File: src/rtl/farc_pkg.sv
`timescale 1ns / 1ps
// ----------------------------------------------------------------------------
// farc_pkg
// Shared constants and helpers for the fully associative tag cache with
// pseudo-random replacement.
// ----------------------------------------------------------------------------
package farc_pkg;

  // Default geometry
  localparam int WAYS_DEF     = 16;
  localparam int TAG_BITS_DEF = 32;

  // Port field widths
  localparam int TAG_W   = 32;
  localparam int WAY_W   = 4;
  localparam int COUNT_W = 32;
  localparam int CFG_W   = 5;

  // Victim LFSR
  localparam int           LFSR_W    = 16;
  localparam logic [15:0]  LFSR_SEED = 16'hACE1;
  localparam logic [15:0]  LFSR_TAPS = 16'hB400;

  localparam logic [CFG_W-1:0]   WAYS_IN_USE_RST = 5'd16;
  localparam logic [COUNT_W-1:0] COUNT_MAX       = '1;

  // One Galois step: shift right, fold taps in when the lsb falls out.
  function automatic logic [LFSR_W-1:0] lfsr_step(input logic [LFSR_W-1:0] v);
    logic [LFSR_W-1:0] r;
    r = v >> 1;
    if (v[0]) begin
      r = r ^ LFSR_TAPS;
    end
    return r;
  endfunction

  function automatic logic [COUNT_W-1:0] sat_inc(input logic [COUNT_W-1:0] v);
    return (v == COUNT_MAX) ? v : v + COUNT_W'(1);
  endfunction

endpackage

File: src/rtl/farc_tag_match.sv
`timescale 1ns / 1ps
// ----------------------------------------------------------------------------
// farc_tag_match
// Parallel tag compare against all filled slots, lowest matching slot wins.
// ----------------------------------------------------------------------------
module farc_tag_match #(
  parameter int WAYS  = 16,
  parameter int KEY_W = 32,
  parameter int IDX_W = 4,
  parameter int CNT_W = 5
) (
  input  logic [KEY_W-1:0] tag_i,
  input  logic [KEY_W-1:0] store_i [WAYS],
  input  logic [CNT_W-1:0] filled_i,
  output logic             hit_o,
  output logic [IDX_W-1:0] slot_o
);

  logic [WAYS-1:0] match;

  always_comb begin
    for (int i = 0; i < WAYS; i++) begin
      match[i] = (CNT_W'(i) < filled_i) && (store_i[i] == tag_i);
    end
  end

  // descending scan so the lowest match is the one left standing
  always_comb begin
    hit_o  = |match;
    slot_o = '0;
    for (int i = WAYS - 1; i >= 0; i--) begin
      if (match[i]) begin
        slot_o = IDX_W'(i);
      end
    end
  end

endmodule

File: src/rtl/fully_assoc_cache_random_repl.sv
`timescale 1ns / 1ps
// ----------------------------------------------------------------------------
// fully_assoc_cache_random_repl
// Fully associative cache of block tags with LFSR-driven random replacement.
// ----------------------------------------------------------------------------
// Path: the tag waits in the input register while the lookup/update logic loads
//   the result register; a stalled result holds it in the input register.
// Throughput: one transaction per cycle unless the result stalls; the single
//   lookup pass sets the rate, state updates land before the next lookup.
// Reset: fill count, counters, valids cleared, LFSR to 0xACE1, ways_in_use
//   to 16. Tag storage is not reset; slots beyond the fill count never match.
// ----------------------------------------------------------------------------
module fully_assoc_cache_random_repl
  #(
  parameter int WAYS     = farc_pkg::WAYS_DEF,
  parameter int TAG_BITS = farc_pkg::TAG_BITS_DEF
) (
  input  logic                         clk_i,
  input  logic                         rst_ni,
  // config
  input  logic                         cfg_we_i,
  input  logic [farc_pkg::CFG_W-1:0]   cfg_wdata_i,
  // request channel
  input  logic                         in_valid_i,
  output logic                         in_ready_o,
  input  logic [farc_pkg::TAG_W-1:0]   tag_i,
  // result channel
  output logic                         out_valid_o,
  input  logic                         out_ready_i,
  output logic                         hit_o,
  output logic [farc_pkg::WAY_W-1:0]   way_o,
  output logic [farc_pkg::COUNT_W-1:0] hit_count_o,
  output logic [farc_pkg::COUNT_W-1:0] access_count_o
);

  import farc_pkg::*;

  // Only the low TAG_BITS of the tag take part; above 32 the rest is zero,
  // so the stored key never needs more than the port width.
  localparam int KEY_W = (TAG_BITS < TAG_W) ? TAG_BITS : TAG_W;
  localparam int IDX_W = (WAYS > 1) ? $clog2(WAYS) : 1;
  localparam int CNT_W = $clog2(WAYS + 1);
  localparam int EXT_W = 8;
  localparam logic [EXT_W-1:0] WAYS_EXT = EXT_W'(WAYS);

  // --------------------------------------------------------------------------
  // State
  // --------------------------------------------------------------------------
  logic [CFG_W-1:0]   ways_cfg_q;
  logic [KEY_W-1:0]   tag_store_q [WAYS];
  logic [CNT_W-1:0]   filled_q, filled_d;
  logic [LFSR_W-1:0]  lfsr_q, lfsr_d;
  logic [COUNT_W-1:0] hits_q, hits_d;
  logic [COUNT_W-1:0] accs_q, accs_d;

  // input stage
  logic               req_vld_q;
  logic [KEY_W-1:0]   req_tag_q;

  // result stage
  logic               res_vld_q;
  logic               res_hit_q, res_hit_d;
  logic [WAY_W-1:0]   res_way_q, res_way_d;

  // The lookup fires when a request is staged and the result slot is free
  // or being drained this cycle.
  logic advance;
  assign advance    = req_vld_q && (!res_vld_q || out_ready_i);
  assign in_ready_o = !req_vld_q || advance;

  always_ff @(posedge clk_i or negedge rst_ni) begin
    if (!rst_ni) begin
      ways_cfg_q <= WAYS_IN_USE_RST;
    end else if (cfg_we_i) begin
      ways_cfg_q <= cfg_wdata_i;
    end
  end

  always_ff @(posedge clk_i or negedge rst_ni) begin
    if (!rst_ni) begin
      req_vld_q <= 1'b0;
    end else if (in_ready_o) begin
      req_vld_q <= in_valid_i;
    end
  end

  always_ff @(posedge clk_i) begin
    if (in_ready_o && in_valid_i) begin
      req_tag_q <= tag_i[KEY_W-1:0];
    end
  end

  // --------------------------------------------------------------------------
  // Effective way count: 0 acts as 1, anything above WAYS clamps to WAYS
  // --------------------------------------------------------------------------
  logic [EXT_W-1:0] ways_ext;
  logic [CNT_W-1:0] ways_eff;

  always_comb begin
    ways_ext = EXT_W'(ways_cfg_q);
    if (ways_ext == '0) begin
      ways_ext = EXT_W'(1);
    end else if (ways_ext > WAYS_EXT) begin
      ways_ext = WAYS_EXT;
    end
    ways_eff = ways_ext[CNT_W-1:0];
  end

  // --------------------------------------------------------------------------
  // Tag compare
  // --------------------------------------------------------------------------
  logic             lookup_hit;
  logic [IDX_W-1:0] lookup_slot;

  farc_tag_match #(
    .WAYS  (WAYS),
    .KEY_W (KEY_W),
    .IDX_W (IDX_W),
    .CNT_W (CNT_W)
  ) u_match (
    .tag_i    (req_tag_q),
    .store_i  (tag_store_q),
    .filled_i (filled_q),
    .hit_o    (lookup_hit),
    .slot_o   (lookup_slot)
  );

  // --------------------------------------------------------------------------
  // Victim pick: step LFSR, scale into 0..ways-1 via (lfsr * ways) >> 16
  // --------------------------------------------------------------------------
  logic [LFSR_W-1:0]       lfsr_next;
  logic [LFSR_W+CNT_W-1:0] victim_prod;
  logic [CNT_W-1:0]        victim_raw;
  logic [IDX_W-1:0]        victim_slot;

  always_comb begin
    lfsr_next   = lfsr_step(lfsr_q);
    victim_prod = (LFSR_W+CNT_W)'(lfsr_next) * (LFSR_W+CNT_W)'(ways_eff);
    victim_raw  = victim_prod[LFSR_W+CNT_W-1:LFSR_W];
    if (victim_raw >= ways_eff) begin
      victim_raw = ways_eff - CNT_W'(1);
    end
    victim_slot = victim_raw[IDX_W-1:0];
  end

  // --------------------------------------------------------------------------
  // Update: hit / append / replace
  // --------------------------------------------------------------------------
  logic             wr_en;
  logic [IDX_W-1:0] wr_slot;
  logic [IDX_W-1:0] slot_sel;
  logic [EXT_W-1:0] slot_ext;

  always_comb begin
    filled_d = filled_q;
    lfsr_d   = lfsr_q;
    hits_d   = hits_q;
    accs_d   = sat_inc(accs_q);
    wr_en    = 1'b0;
    wr_slot  = filled_q[IDX_W-1:0];
    slot_sel = lookup_slot;

    if (lookup_hit) begin
      hits_d = sat_inc(hits_q);
    end else if (filled_q < ways_eff) begin
      // free slot left: append
      wr_en    = 1'b1;
      wr_slot  = filled_q[IDX_W-1:0];
      slot_sel = filled_q[IDX_W-1:0];
      filled_d = filled_q + CNT_W'(1);
    end else begin
      wr_en    = 1'b1;
      wr_slot  = victim_slot;
      slot_sel = victim_slot;
      lfsr_d   = lfsr_next;
    end

    slot_ext  = EXT_W'(slot_sel);
    res_hit_d = lookup_hit;
    res_way_d = slot_ext[WAY_W-1:0];
  end

  always_ff @(posedge clk_i or negedge rst_ni) begin
    if (!rst_ni) begin
      filled_q <= '0;
      lfsr_q   <= LFSR_SEED;
      hits_q   <= '0;
      accs_q   <= '0;
    end else if (advance) begin
      filled_q <= filled_d;
      lfsr_q   <= lfsr_d;
      hits_q   <= hits_d;
      accs_q   <= accs_d;
    end
  end

  always_ff @(posedge clk_i) begin
    if (advance && wr_en) begin
      tag_store_q[wr_slot] <= req_tag_q;
    end
  end

  // --------------------------------------------------------------------------
  // Result register. Counters are read straight from state: they only move
  // on an advance, which is also the only time the result reloads.
  // --------------------------------------------------------------------------
  always_ff @(posedge clk_i or negedge rst_ni) begin
    if (!rst_ni) begin
      res_vld_q <= 1'b0;
    end else if (advance) begin
      res_vld_q <= 1'b1;
    end else if (out_ready_i) begin
      res_vld_q <= 1'b0;
    end
  end

  always_ff @(posedge clk_i) begin
    if (advance) begin
      res_hit_q <= res_hit_d;
      res_way_q <= res_way_d;
    end
  end

  assign out_valid_o    = res_vld_q;
  assign hit_o          = res_hit_q;
  assign way_o          = res_way_q;
  assign hit_count_o    = hits_q;
  assign access_count_o = accs_q;

endmodule

File: config.mk
export PLATFORM = sky130hd
export DESIGN_NAME = fully_assoc_cache_random_repl
export DESIGN_NICKNAME = d
export VERILOG_FILES = /design/src/rtl/farc_pkg.sv /design/src/rtl/farc_tag_match.sv /design/src/rtl/fully_assoc_cache_random_repl.sv
export SDC_FILE = /design/constraint.sdc
export NUM_CORES = 1
export LEC_CHECK = 0
export BUFFER_PORTS_ARGS = -buffer_cell sky130_fd_sc_hd__buf_2
export CAP_MARGIN = 15
export CORE_MARGIN = 2
export CORE_UTILIZATION = 49
export DETAILED_ROUTE_END_ITERATION = 8
export HOLD_SLACK_MARGIN = 0.15
export PLACE_DENSITY = 0.71
export SLEW_MARGIN = 15
export SYNTH_ARGS = -nofsm -noshare
export SYNTH_HDL_FRONTEND = slang
export SYNTH_SLANG_ARGS = --single-unit
File: constraint.sdc
create_clock -name clk_i -period 11.15 [get_ports clk_i]
set_input_delay 0 -clock clk_i [delete_from_list [all_inputs] [get_ports clk_i]]
set_output_delay 0 -clock clk_i [all_outputs]
set_load 0.02 [all_outputs]
# Word-level counts from Yosys, hierarchy flattened
# Cells that the tools add are included.
# word_totals
ff_bits	641
in_bits	42
wordCells	136
# op_classes
add_sub_neg	4
n_mul	1
magnitude_cmp	21
n_eq_ne	18
muxes	29
n_bitwise	6
reduce_logical	31
# ops
op	n
bitwise mux 512 bit	1
equality test 32 bit	16
demux 32 bit (select 4 bit)	1
2-to-1 mux 4 bit	20
adder 32 x 1 -> 32 bit (second input constant)	2
equality test 32 bit (second input constant)	2
< comparator 4 x 5 -> 1 bit (first input constant)	8
2-to-1 mux 32 bit	1
multiplier 16 x 5 -> 21 bit	1
logical AND 1 bit	20
< comparator 3 x 5 -> 1 bit (first input constant)	4
2-to-1 mux 16 bit	1
OR reduction 16 bit	1
< comparator 1 x 5 -> 1 bit (first input constant)	2
< comparator 2 x 5 -> 1 bit (first input constant)	2
2-to-1 mux 5 bit	2
AND reduction 3 bit	3
adder 5 x 1 -> 5 bit (second input constant)	1
greater-or-equal comparator 5 bit	1
greater-or-equal comparator 5 bit (second input constant)	1
> comparator 5 bit (second input constant)	1
zero test 5 bit	1
< comparator 5 x 1 -> 1 bit (second input constant)	1
< comparator 5 bit	1
9 further kinds	16

# Logic depth before layout (Yosys ltp)
# depth
word_depth	19
mapped_depth	27

# Cells and area by module
# From an unflattened synthesis, not the netlist that was laid out.
# hier_totals
hier_cells	2067
hier_area_um2	29683.5
# by_module_without_submodules
mod	n_inst	cells_each	area_per_inst_um2
fully_assoc_cache_random_repl	1	1259	23417.5
farc_tag_match	1	808	6266.0

# Worst setup path after synthesis
# OpenSTA, ideal clock, no wires.
# synth_path
kind	register -> register
from	register, netlist name ways_cfg_q[4]
to	register tag_store_q[448] (netlist name), enable pin
setup_time_ps	421
arrival_time_ps	7822
path_slack_ps	2907
path_stages_with_launch	25
n_path_buf	2
period_less_slack_ps	8243
path_cell_list	dfstp_2 -> clkbuf_1 -> nor2b_1 -> clkbuf_1 -> and2_1 -> fa_1 -> fa_1 -> inv_1 -> fa_1 -> inv_1 -> ha_1 -> a21o_1 -> a21o_1 -> a211o_1 -> a221o_1 -> a21oi_1 -> nor2b_1 -> nor2_1 -> xor2_1 -> ha_1 -> a21oi_1 -> nor3_1 -> or4_4 -> or4_4 -> nor2_1
# synth_lines
item	line_no	source
to (signal, indexed assignment)	fully_assoc_cache_random_repl.sv:199	tag_store_q[wr_slot] <= req_tag_q;
to (decl)	fully_assoc_cache_random_repl.sv:50	logic [KEY_W-1:0] tag_store_q [WAYS];

==> flow_summary.toml <==
[place]
portBuffers = 112
dp_cells = 3180
gp_congestion = 0.9017
dp_hpwl_um = 44540

[timing]
fmax_mhz = 116.8
rsz0062_at_grt = "false"
slew_viol_final = 0
period_share_pct = 76.78
relSlewSlack_pct = 22.56
setup_viol = 0
final-hold-violation-count = 0
fin_worst_skew_ps = 34.97
worst_slew_pin_slew_ps = 1155
period_minus_slack_ps = 8561
fin_tns_setup_ps = 0

[cts]
clkTransAtPathRegs_ps = 60
numClockSinks = 641
clkLatencyLatePin_ps = 620
clockRootBuffer = "clkbuf_16"
ctsHoldBuffers = 82
cts-buffers-inserted = 68
cts_tree = "done"
cts_max_path_buffers = 3
post-cts-setup-buffers = 0
htree_levels = 3
cts_resized = 0

[worst_setup_path]
crit_fanout = 23
r2r-start = "ways_cfg_q[4]$_DFFE_PN1P_"
r2r_end = "tag_store_q[86]$_DFFE_PP_"
rr_worst_depth = 25
cp-start-kind = "flip-flop"
crit_arrival_ps = 8850
crit_type = "reg2reg"
required_ps = 11430
cp-end-kind = "flip-flop"
ff2ff_setup_slack_ps = 2590

[hold_path]
hold_start = "cfg_we_i"
hp-class = "in2reg"
hold_depth = 3
whs_endpoint = "ways_cfg_q[4]$_DFFE_PN1P_"

[synthesis]
async_reset_ff_share_pct = 14.35
synth_top_area_share_pct = 53.48
synth_seq_area_share_pct = 60.98
synthCells = 2258
synth_commonest_cells = "edfxtp_1 (549), xor2_1 (383), xnor2_1 (207), nor2_1 (136), nor4_1 (116)"
netlist_area_um2 = 30830
synthTopCellsByArea = "edfxtp_1 (53%), xor2_1 (11%), dfrtp_1 (6.7%)"
synth_area_leader_cell = "edfxtp_1"
synth_ff_type = "edfxtp_1"
ys_ff_latch = 641
synth_edf_count = 549
yosysWarnings = 0
syn_nets = 2381
synth.avg_cell_area_um2 = 13.65
yosys.cell_count.top_type = "edfxtp_1"
ys_types = 71

[cells_and_area]
diodes = 0
area_growth_pct = 15.02
fin_nets = 2618
instances_no_fill = 3382
layout-drive-gt1-share_pct = 12.81

[routing]
detail-route-antenna-nets = 0
avgRoutedWirePerCell_um = 22.40
drt_iter0_markers = 1889
routed_via_density = 5.673
wl_um = 75760
dr.pass1.iters = 7
drcViolationCount = 0
dr_total_vias = 19190

[global_routing]
antenna_found_initial = 0
busiest_layer = "met2"
met1_usage_pct = 31.69
use_met3_pct = 4.170
grt_overflow = 0
grt_max_degree = 80
grt_pass1_vias = 19710
grt_pass1_wl_um = 114500
gr-usage-met2_pct = 37.93
grt_use_total_pct = 23.44

[run]
drv_cap = 0

[run_status]
status = "complete, no violations"

[floorplanning]
ios = 113
die_w_um = 254.8
placementRows = 91
die-height_um = 254.8
start_util_pct = 49.77
core_area_um2 = 61940
dieArea_um2 = 64940

[power]
p_leak_nw = 13.05
p_per_area_nw_per_um2 = 207.0
peakVddDrop_uv = 136.9
==> flip-flops by register name, indices dropped and copies added (netlist names) <==
| register | flops |
|---|---|
| tag_store_q | 512 |
| access_count_o | 32 |
| hit_count_o | 32 |
| req_tag_q | 32 |
| lfsr_q | 16 |
| filled_q | 5 |
| ways_cfg_q | 5 |
| way_o | 4 |
| hit_o | 1 |
| out_valid_o | 1 |
| req_vld_q | 1 |
==> worst max-delay path: stages (launching register included) <==
cell	delay [ps]
dfstp_2	500
nor2b_1	870
inv_1	330
nor2_1	260
fa_1	490
fa_1	560
inv_1	60
fa_1	520
inv_1	40
ha_1	280
and4_1	220
and4_1	250
o21ai_0	90
o31a_1	330
xor2_1	160
ha_1	260
nand2b_1	140
a21o_1	170
a21oi_1	200
o21bai_1	110
a21oi_1	450
nor3_1	110
or4_4	470
nand3b_1	320
nor2_2	660
buf_4	370
==> per-layer routing <==
metal / wire length (um) / share of wire [%]
met1: 31790 / 42
met3: 5801 / 7.7
met2: 35680 / 47
met4: 2479 / 3.3
met5: 0 / 0
==> stage by stage <==
step / util, % / hold WS (ps) / total power, mW / instance area, um2 / setup slack, ps
after floorplan: - / -295.6 / 4.517 / 30830 / 2907
after global placement: 52.24 / -106.7 / 4.982 / 32360 / 3072
after detailed placement: 52.24 / -104.4 / 5.059 / 32360 / 2679
after CTS: 57.25 / 193.1 / 7.367 / 35460 / 2663
after global routing: 57.25 / 264.8 / 7.691 / 35460 / 2019
final: 57.25 / 224.4 / 7.340 / 35460 / 2589
==> worst max-delay path by stage <==
| stage | start | endpoint | slack, ps | cells after the start |
|---|---|---|---|---|
| finish | ways_cfg_q[4]$_DFFE_PN1P_ | tag_store_q[86]$_DFFE_PP_ | 2590 | 25 |
| floorplan | ways_cfg_q[4]$_DFFE_PN1P_ | tag_store_q[448]$_DFFE_PP_ | 2910 | 24 |
| global route | ways_cfg_q[4]$_DFFE_PN1P_ | tag_store_q[86]$_DFFE_PP_ | 2020 | 25 |
| CTS | ways_cfg_q[4]$_DFFE_PN1P_ | tag_store_q[86]$_DFFE_PP_ | 2660 | 25 |
| detailed placement | ways_cfg_q[4]$_DFFE_PN1P_ | tag_store_q[71]$_DFFE_PP_ | 2680 | 25 |
| global placement | ways_cfg_q[4]$_DFFE_PN1P_ | tag_store_q[71]$_DFFE_PP_ | 3070 | 25 |
==> cell families (layout without fill, tap and decap cells) <==
kind of cell / after synthesis / count (layout) / share of synthesized area (%)
and+or+nand+nor: 690 / 690 / 12.71
DFF: 641 / 641 / 60.98
xor gates and xnor gates: 590 / 590 / 16.76
buffers and inverters: 152 / 439 / 2.577
adders and majority gates: 81 / 81 / 4.286
AOI/OAI and AO/OA: 77 / 77 / 1.709
muxes: 27 / 27 / 0.9701
==> layout by cell type (no fill, tap or decap), types with 56 or more instances in the layout <==
master           n
dfrtp_1         83
xnor2_1        207
edfxtp_1       549
xor2_1         383
inv_1           70
dlygate4sd3_1   82
clkbuf_16       69
nand2_1         87
buf_2          111
buf_4           56
nor2_1         120
nor4_1         116
nand4_1         98
==> where the power goes <==
group	leakage, nW	internal (mW)	switching (mW)
Clock	1.11	1.33	0.951
Combinational	5.78	0.644	1.10
Sequential	6.16	3.07	0.240
==> layout make-up <==
type,instances,area (um2)
Sequential cell,641,18800
Fill cell,4894,26480
Inverter,70,262.8
Clock inverter,37,469.2
Clock buffer,83,1809
Timing Repair Buffer,249,1797
Tap cell,837,1047
Multi-Input combinational cell,1465,11270
(Power assumes the default switching activity.)
